==> src/lru_pkg.sv <==
`timescale 1ns / 1ps
// ----------------------------------------------------------------------------
// lru_pkg
// shared widths and types for the lru page replacement block
// ----------------------------------------------------------------------------
package lru_pkg;

  localparam int FRAMES  = 8;
  localparam int IDX_W   = (FRAMES > 1) ? $clog2(FRAMES) : 1;
  localparam int RANK_W  = IDX_W;
  localparam int PAGE_W  = 16;
  localparam int CNT_W   = 16;
  localparam int CFG_W   = 4;
  localparam int FIDX_W  = 3;
  localparam int APB_AW  = 3;
  localparam int APB_DW  = 32;

  localparam logic [CFG_W-1:0] FRAMES_RESET = CFG_W'(8);
  localparam logic [CNT_W-1:0] CNT_MAX      = '1;

  // register index of frames_in_use
  localparam logic REG_FRAMES_IN_USE = 1'b0;

  // search results rippling along the row of frame cells
  typedef struct packed {
    logic              hit_found;
    logic [IDX_W-1:0]  hit_idx;
    logic [RANK_W-1:0] hit_rank;
    logic              empty_found;
    logic [IDX_W-1:0]  empty_idx;
    logic              old_found;
    logic [IDX_W-1:0]  old_idx;
    logic [RANK_W-1:0] old_rank;
    logic [PAGE_W-1:0] old_page;
  } chain_t;

  // update broadcast to every cell
  typedef struct packed {
    logic              clear;
    logic              write;
    logic [IDX_W-1:0]  tgt;
    logic              age_all;
    logic [RANK_W-1:0] limit;
    logic              load;
    logic              fill;
  } cmd_t;

endpackage

==> src/lru_cell.sv <==
`timescale 1ns / 1ps
// ----------------------------------------------------------------------------
// lru_cell
// one frame: page, valid mark and recency rank, plus its link of the search chain
// ----------------------------------------------------------------------------
module lru_cell import lru_pkg::*; (
  input  logic              clk,
  input  logic              rst,
  input  logic [IDX_W-1:0]  idx,
  input  logic              active,
  input  logic [PAGE_W-1:0] ref_page,
  input  cmd_t              cmd,
  input  chain_t            chain_in,
  output chain_t            chain_out
);

  logic [PAGE_W-1:0] page;
  logic              valid;
  logic [RANK_W-1:0] rank;
  logic              match;

  assign match = active && valid && (page == ref_page);

  always_comb begin
    chain_out = chain_in;
    if (!chain_in.hit_found && match) begin
      chain_out.hit_found = 1'b1;
      chain_out.hit_idx   = idx;
      chain_out.hit_rank  = rank;
    end
    if (!chain_in.empty_found && active && !valid) begin
      chain_out.empty_found = 1'b1;
      chain_out.empty_idx   = idx;
    end
    // strictly older wins, so the lowest index keeps a tie
    if (active && (!chain_in.old_found || rank > chain_in.old_rank)) begin
      chain_out.old_found = 1'b1;
      chain_out.old_idx   = idx;
      chain_out.old_rank  = rank;
      chain_out.old_page  = page;
    end
  end

  always_ff @(posedge clk) begin
    if (rst) begin
      valid <= 1'b0;
      rank  <= '0;
    end else if (cmd.clear) begin
      valid <= 1'b0;
      rank  <= '0;
    end else if (cmd.write) begin
      if (cmd.tgt == idx) begin
        rank <= '0;
        if (cmd.fill) begin
          valid <= 1'b1;
        end
      end else if (valid && (cmd.age_all || rank < cmd.limit)) begin
        rank <= RANK_W'(rank + 1'b1);
      end
    end
  end

  always_ff @(posedge clk) begin
    if (cmd.write && cmd.load && cmd.tgt == idx) begin
      page <= ref_page;
    end
  end

endmodule

==> src/lru_page_replacement.sv <==
`timescale 1ns / 1ps
// ----------------------------------------------------------------------------
// lru_page_replacement
// least recently used page replacement over a row of frame cells
// ----------------------------------------------------------------------------
// Each item carries one page reference and gives one result. The accept
// cycle latches the reference (and clears frames and counters when
// first_of_run is set); in the look state the search then runs in a single
// ripple along the row of frame cells and the update and the result register
// are written. A new item is taken only once the last one has been written,
// so items never overlap. A result waiting in the output register holds back
// the update of the next item only, not its acceptance. frames_in_use lives
// at byte address 0 of the APB port; 0 acts as one frame, anything above the
// row length as the full row. There is no clearing pass after reset: the
// valid marks clear at once.
// ----------------------------------------------------------------------------
module lru_page_replacement import lru_pkg::*; (
  input  logic              clk,
  input  logic              rst,
  // reference items
  input  logic              in_valid,
  output logic              in_ready,
  input  logic [15:0]       page_number,
  input  logic              first_of_run,
  // result items
  output logic              out_valid,
  input  logic              out_ready,
  output logic              hit,
  output logic [2:0]        frame_index,
  output logic              evicted_valid,
  output logic [15:0]       evicted_page,
  output logic [15:0]       fault_total,
  output logic [15:0]       hit_total,
  // configuration
  input  logic              psel,
  input  logic              penable,
  input  logic              pwrite,
  input  logic [APB_AW-1:0] paddr,
  input  logic [APB_DW-1:0] pwdata,
  output logic [APB_DW-1:0] prdata,
  output logic              pready
);

  typedef enum logic {S_IDLE, S_LOOK} state_t;

  state_t            state;
  logic [CFG_W-1:0]  frames_in_use;
  logic [PAGE_W-1:0] ref_page;
  logic [CNT_W-1:0]  fault_counter;
  logic [CNT_W-1:0]  hit_counter;
  logic [CNT_W-1:0]  fault_counter_next;
  logic [CNT_W-1:0]  hit_counter_next;

  logic              accept;
  logic              commit;
  logic [FRAMES-1:0] active;
  chain_t            chain [FRAMES+1];
  chain_t            found;
  cmd_t              cmd;

  // configuration port, always ready
  assign pready = 1'b1;
  assign prdata = (paddr[2] == REG_FRAMES_IN_USE) ? APB_DW'(frames_in_use) : '0;

  always_ff @(posedge clk) begin
    if (rst) begin
      frames_in_use <= FRAMES_RESET;
    end else if (psel && penable && pwrite && pready && paddr[2] == REG_FRAMES_IN_USE) begin
      frames_in_use <= pwdata[CFG_W-1:0];
    end
  end

  // active set: frame 0 always takes part, the rest while below frames_in_use
  always_comb begin
    for (int i = 0; i < FRAMES; i++) begin
      active[i] = (i == 0) || (int'(frames_in_use) > i);
    end
  end

  // row of frame cells, search results handed from cell to cell
  assign chain[0] = '0;

  for (genvar g = 0; g < FRAMES; g++) begin : g_cell
    lru_cell u_cell (
      .clk       (clk),
      .rst       (rst),
      .idx       (IDX_W'(g)),
      .active    (active[g]),
      .ref_page  (ref_page),
      .cmd       (cmd),
      .chain_in  (chain[g]),
      .chain_out (chain[g+1])
    );
  end

  assign found = chain[FRAMES];

  assign in_ready = (state == S_IDLE);
  assign accept   = in_valid && in_ready;
  // update only when the result register is free or being drained
  assign commit   = (state == S_LOOK) && (!out_valid || out_ready);

  // pick the frame: hit, else lowest empty frame, else the oldest one
  always_comb begin
    cmd       = '0;
    cmd.clear = accept && first_of_run;
    cmd.write = commit;
    if (found.hit_found) begin
      cmd.tgt   = found.hit_idx;
      cmd.limit = found.hit_rank;
    end else if (found.empty_found) begin
      cmd.tgt     = found.empty_idx;
      cmd.age_all = 1'b1;
      cmd.load    = 1'b1;
      cmd.fill    = 1'b1;
    end else begin
      cmd.tgt   = found.old_idx;
      cmd.limit = found.old_rank;
      cmd.load  = 1'b1;
    end
  end

  // saturating run counters
  assign fault_counter_next = (!found.hit_found && fault_counter != CNT_MAX) ?
                              CNT_W'(fault_counter + 1'b1) : fault_counter;
  assign hit_counter_next   = (found.hit_found && hit_counter != CNT_MAX) ?
                              CNT_W'(hit_counter + 1'b1) : hit_counter;

  // state, counters, item payload and result register
  always_ff @(posedge clk) begin
    if (rst) begin
      state         <= S_IDLE;
      out_valid     <= 1'b0;
      fault_counter <= '0;
      hit_counter   <= '0;
    end else begin
      unique case (state)
        S_IDLE: begin
          if (accept) begin
            state    <= S_LOOK;
            ref_page <= page_number;
            if (first_of_run) begin
              fault_counter <= '0;
              hit_counter   <= '0;
            end
          end
        end
        S_LOOK: begin
          if (commit) begin
            state         <= S_IDLE;
            fault_counter <= fault_counter_next;
            hit_counter   <= hit_counter_next;
          end
        end
        default: state <= S_IDLE;
      endcase

      if (commit) begin
        out_valid     <= 1'b1;
        hit           <= found.hit_found;
        frame_index   <= FIDX_W'(cmd.tgt);
        evicted_valid <= !found.hit_found && !found.empty_found;
        evicted_page  <= (!found.hit_found && !found.empty_found) ? found.old_page : '0;
        fault_total   <= fault_counter_next;
        hit_total     <= hit_counter_next;
      end else if (out_ready) begin
        out_valid <= 1'b0;
      end
    end
  end

endmodule

==> config.mk <==
export PLATFORM = sky130hd
export DESIGN_NAME = lru_page_replacement
export DESIGN_NICKNAME = d
export VERILOG_FILES = /design/src/lru_pkg.sv /design/src/lru_cell.sv /design/src/lru_page_replacement.sv
export SDC_FILE = /design/constraint.sdc
export NUM_CORES = 1
export LEC_CHECK = 0
export ABC_AREA = 1
export BUFFER_PORTS_ARGS = -buffer_cell sky130_fd_sc_hd__buf_2
export CORE_MARGIN = 2
export CORE_UTILIZATION = 30
export CTS_CLUSTER_DIAMETER = 50
export DETAILED_ROUTE_END_ITERATION = 8
export GPL_TIMING_DRIVEN = 0
export PLACE_DENSITY = 0.45
export SYNTH_ARGS = -nofsm -noshare
export SYNTH_HDL_FRONTEND = slang
export SYNTH_SLANG_ARGS = --single-unit
==> constraint.sdc <==
create_clock -name clk -period 8.35 [get_ports clk]
set_clock_uncertainty 0.1 [all_clocks]
set_input_delay 0.835 -clock clk [delete_from_list [all_inputs] [get_ports clk]]
set_output_delay 0.835 -clock clk [all_outputs]
set_load 0.02 [all_outputs]
==> flow_results.org <==
** Outcome
- Result of the run :: finished clean

** Timing
- Fin crit period :: 8100 ps
- Highest attainable clock frequency :: 123 MHz
- Transition time at the pin with the least slew margin :: 1240 ps
- Final Hold Fails :: 0
- Finish-stage setup viols :: 0
- The final-report max-slew violation count was 0.
- The worst path meets setup with 249 ps of slack.
- In the finished design, the share of the clock period the worst path needs comes to 97.0%.
- Worst rel slew slack :: roughly 17%
- Setup repair after global routing could not meet its margin everywhere.

** Global route
- The initial antenna violation count is 0.
- Vias in the first global route :: 13.9k
- Aggregate global routing overflow :: 0
- The first global-routing pass estimated 86900 um of wire.
- Overall global routing resource usage :: 21.5%
- Entering global routing, the biggest net connects 27 pins.

** Yosys
- Post-Synthesis Cells :: 1958
- In the synthesized netlist the dominant register cell turns out to be edfxtp_1.
- Count of flip-flops with a built-in enable after synthesis :: 197
- Counting distinct cell types in the post-synthesis netlist gives 57.
- Adder and majority gate portion of the synthesized area :: 1.82%
- Area share of and/or/nand/nor cells after synthesis :: 27.9%
- Synthesis inferred 267 register bits.
- After synthesis, flip-flops and latches occupy a little under half of the total area.
- Warnings from Yosys :: 0
- After synthesis, the mean cell area works out to just over 8 um2.
- Mux cell area share after synthesis :: 0%
- Share of the synthesized area in compound gates (AO/OA/AOI/OAI) :: roughly 11%
- Xor and xnor area share after synthesis :: 3.93%
- Of all flip-flops after synthesis, the portion carrying an async set or reset was 0%.
- Dominant combinational cell family by area after synthesis :: simple AND/OR/NAND/NOR gates
- The cell area that synthesis handed to floorplanning was 15800 um2.

** Setup path
- Delay of the slowest cell on the worst path :: 360 ps
- WP data required :: ~8500 ps
- Buffers plus inverters on the worst setup path :: 8
- Critical path's most frequent cell :: nand2_4
- Endpoint arrival time on the critical path :: 8290 ps
- Cell type of the slowest stage on the worst timing path :: dfxtp_4
- Levels on crit path :: 57
- Endpoint class of the critical path :: flop
- The kind of cell with the highest combined delay along the critical path is simple AND/OR/NAND/NOR gates.
- Count of cells along the worst register-to-register path :: 57
- Worst Setup Start Kind :: flop
- Of all nets on the critical path, the largest fanout is 8.
- The critical path is of the flop to flop type.

** Clock network
- Root buffer selected by CTS :: clkbuf_16
- CTS built an H-tree with a depth of 2.
- The longest clock path from root to sink contains 3 buffers.
- Clock tree from TritonCTS :: built
- The clock drives 267 sinks.
- Total of hold buffers inserted after clock tree synthesis :: 0
- Clock insertion delay at the later pin of the skew report :: 580 ps
- Number of buffers created by CTS :: 40
- Clock-pin slew was measured on the worst setup and hold paths at 60 ps.

** Cells and area
- In the layout the commonest cells are 385 x nand2_1, 232 x inv_1, 197 x edfxtp_1, 163 x nor2_1, 105 x nand3_1.
- The repair_antennas step left the layout with diodes totalling 0.
- Final core utilization :: between 30% and 40%
- After filler insertion, the fill cell instance count of the layout stands at 5403.
- Number of nets in the final layout :: about 2.3k
- Excluding fillers, the count of instances in the completed layout stands at 2898.
- Proportion of layout cells with a drive suffix above 1 :: 20.8%
- The library cell used most frequently in the layout, excluding fill and tap cells, is nand2_1.
- The area growth from synthesis to layout is 26.4%.

** Route
- Number of vias per cell :: slightly above 5
- For this block, the routed nets add up to 60200 um of wire.
- The first routing iteration left approximately 1.2k violations.
- Via total after detailed routing :: 14.8k
- Routed WL per cell :: between 20 and 25 um
- In this run the remaining antenna-violating nets after routing total 0.
- In the routed design, unresolved DRC markers number 0.
- Iteration count of the initial detailed-routing pass :: 6

** Pwr
- Int Pwr :: 2.54 mW
- The share of total power dissipated in combinational logic is roughly an eighth.
- Power density cells :: between 150 and 200 nW/um2
- The worst-case IR drop observed on VDD is about 0.15 mV.
- Switch share :: 28.2%
- Of the total power, registers draw 41.6%.
- In this run the power spent charging and discharging nets is 1.00 mW.
- LEAKAGE :: just over 8 nW
- Clock power share :: 46.6%

** Floorplanning
- The floorplan step set the die width to around 230 um.
- During I/O placement, the number of pins put on the boundary was 147.
- The die is 234 um tall.
- After floorplanning, the core was sized to cover 52300 um2.
- Die Footprint :: 54600 um2
- The floorplan has 84 rows.
- For this configuration, the core starts out at a cell density of 30.2%.

** Placed design
- Dpl ws :: -2280 ps
- Number of buffer cells added on primary ports :: 86
- Summed over all nets, the half-perimeter wirelength after detailed placement is around 46000 um.
- The number of placed instances, taps included, is approximately 2.8k.
- The congestion estimate from routability-driven global placement came to 0.965.

** Flow run
- Number of maximum-capacitance constraint violations :: 0

** Min path
- The path class of the tightest hold or removal check is primary input to flop.
- Hold path cells :: 1
==> logic make-up after synthesis <==
logic type | count (synthesis)
other | 2
DFF | 267
AOI/OAI and AO/OA | 290
xor gates and xnor gates | 71
buffers and inverters | 338
and+or+nand+nor | 967
adders and majority gates | 23
==> synth_stat cells (all sizes together), types with 5 or more instances <==
master,number,area [um2]
edfxtp,197,5920
xnor2,19,166
or3,5,31.3
inv,247,930
ha,23,288
or2,23,144
clkinv,6,22.5
nor2,186,711
a31oi,9,56.3
nand2,451,1790
nor4,55,350
clkbuf,32,120
a21oi,116,592
nand4,58,363
o2111ai,7,61.3
o211ai,56,425
o21ai,74,370
nand3,121,643
buf,53,349
dfxtp,70,1400
nor3,54,280
xor2,52,455
==> final timing paths <==
path | start | slack [ps] | to
worst min-delay path | page_number[15] | 330 | ref_page[15]
worst max-delay path | g_cell[0].u_cell.rank[2] | 250 | g_cell[2].u_cell.page[0]
worst max register to register | g_cell[0].u_cell.rank[2] | 250 | g_cell[2].u_cell.page[0]
worst min register to register | fault_counter[7] | 370 | fault_counter[7]
==> registers in the layout (all words and copies together), names as in the netlist <==
register	cells
frame_index	3
g_cell.u_cell.valid	8
out_valid	1
hit	1
g_cell.u_cell.rank	24
fault_counter	16
hit_total	16
fault_total	16
evicted_page	16
ref_page	16
evicted_valid	1
frames_in_use	4
hit_counter	16
g_cell.u_cell.page	128
state	1
==> routing by layer <==
layer | global-route usage, % | part of all wire, % | wire, um
met5 | 0 | 0 | 0
met4 | 6.53 | 2.7 | 1610
met3 | 2.56 | 4.7 | 2840
met2 | 36.0 | 48 | 28700
met1 | 29.0 | 45 | 27000
==> power by group through the flow <==
stage               Combinational (mW)  Sequential [mW]  Clock [mW]
finish                           0.418             1.47        1.65
global placement                 0.364             1.50           0
detailed placement               0.369             1.50           0
CTS                              0.397             1.47        1.69
global route                     0.450             1.48        1.75
floorplan                        0.225             1.50           0
==> stage by stage <==
stage	cell area, um2	total power, mW	hold slack, ps	TNS, ps
final	20000	3.54	332	0
after global routing	20000	3.67	311	-16150
after CTS	19300	3.57	307	0
after detailed placement	17400	1.87	355	-361370
after global placement	17300	1.87	355	-333530
after floorplan	16000	1.72	345	0
==> area by class of cell <==
class                      instances  area, um2  share of cell area (%)
buffer                            84        494                    2.47
clock buffer                      44       1020                    5.08
clock inverter                    28        277                    1.38
inverter                         253        973                    4.87
multi-input combinational       1381       7840                    39.2
sequential                       267       7340                    36.7
tap                              688        861                    4.30
timing repair buffer             153       1200                    6.02
==> what timing repair did <==
| item | 4_1_cts | 5_1_grt |
|---|---|---|
| gates cloned | 1 | 3 |
| resized for setup | 66 | 101 |
| pin swaps | 24 | 67 |
| endpoints found under the setup margin | 179 | 177 |
| setup buffers | 37 | 24 |
No activity file was read; power rests on OpenSTA's default activity.
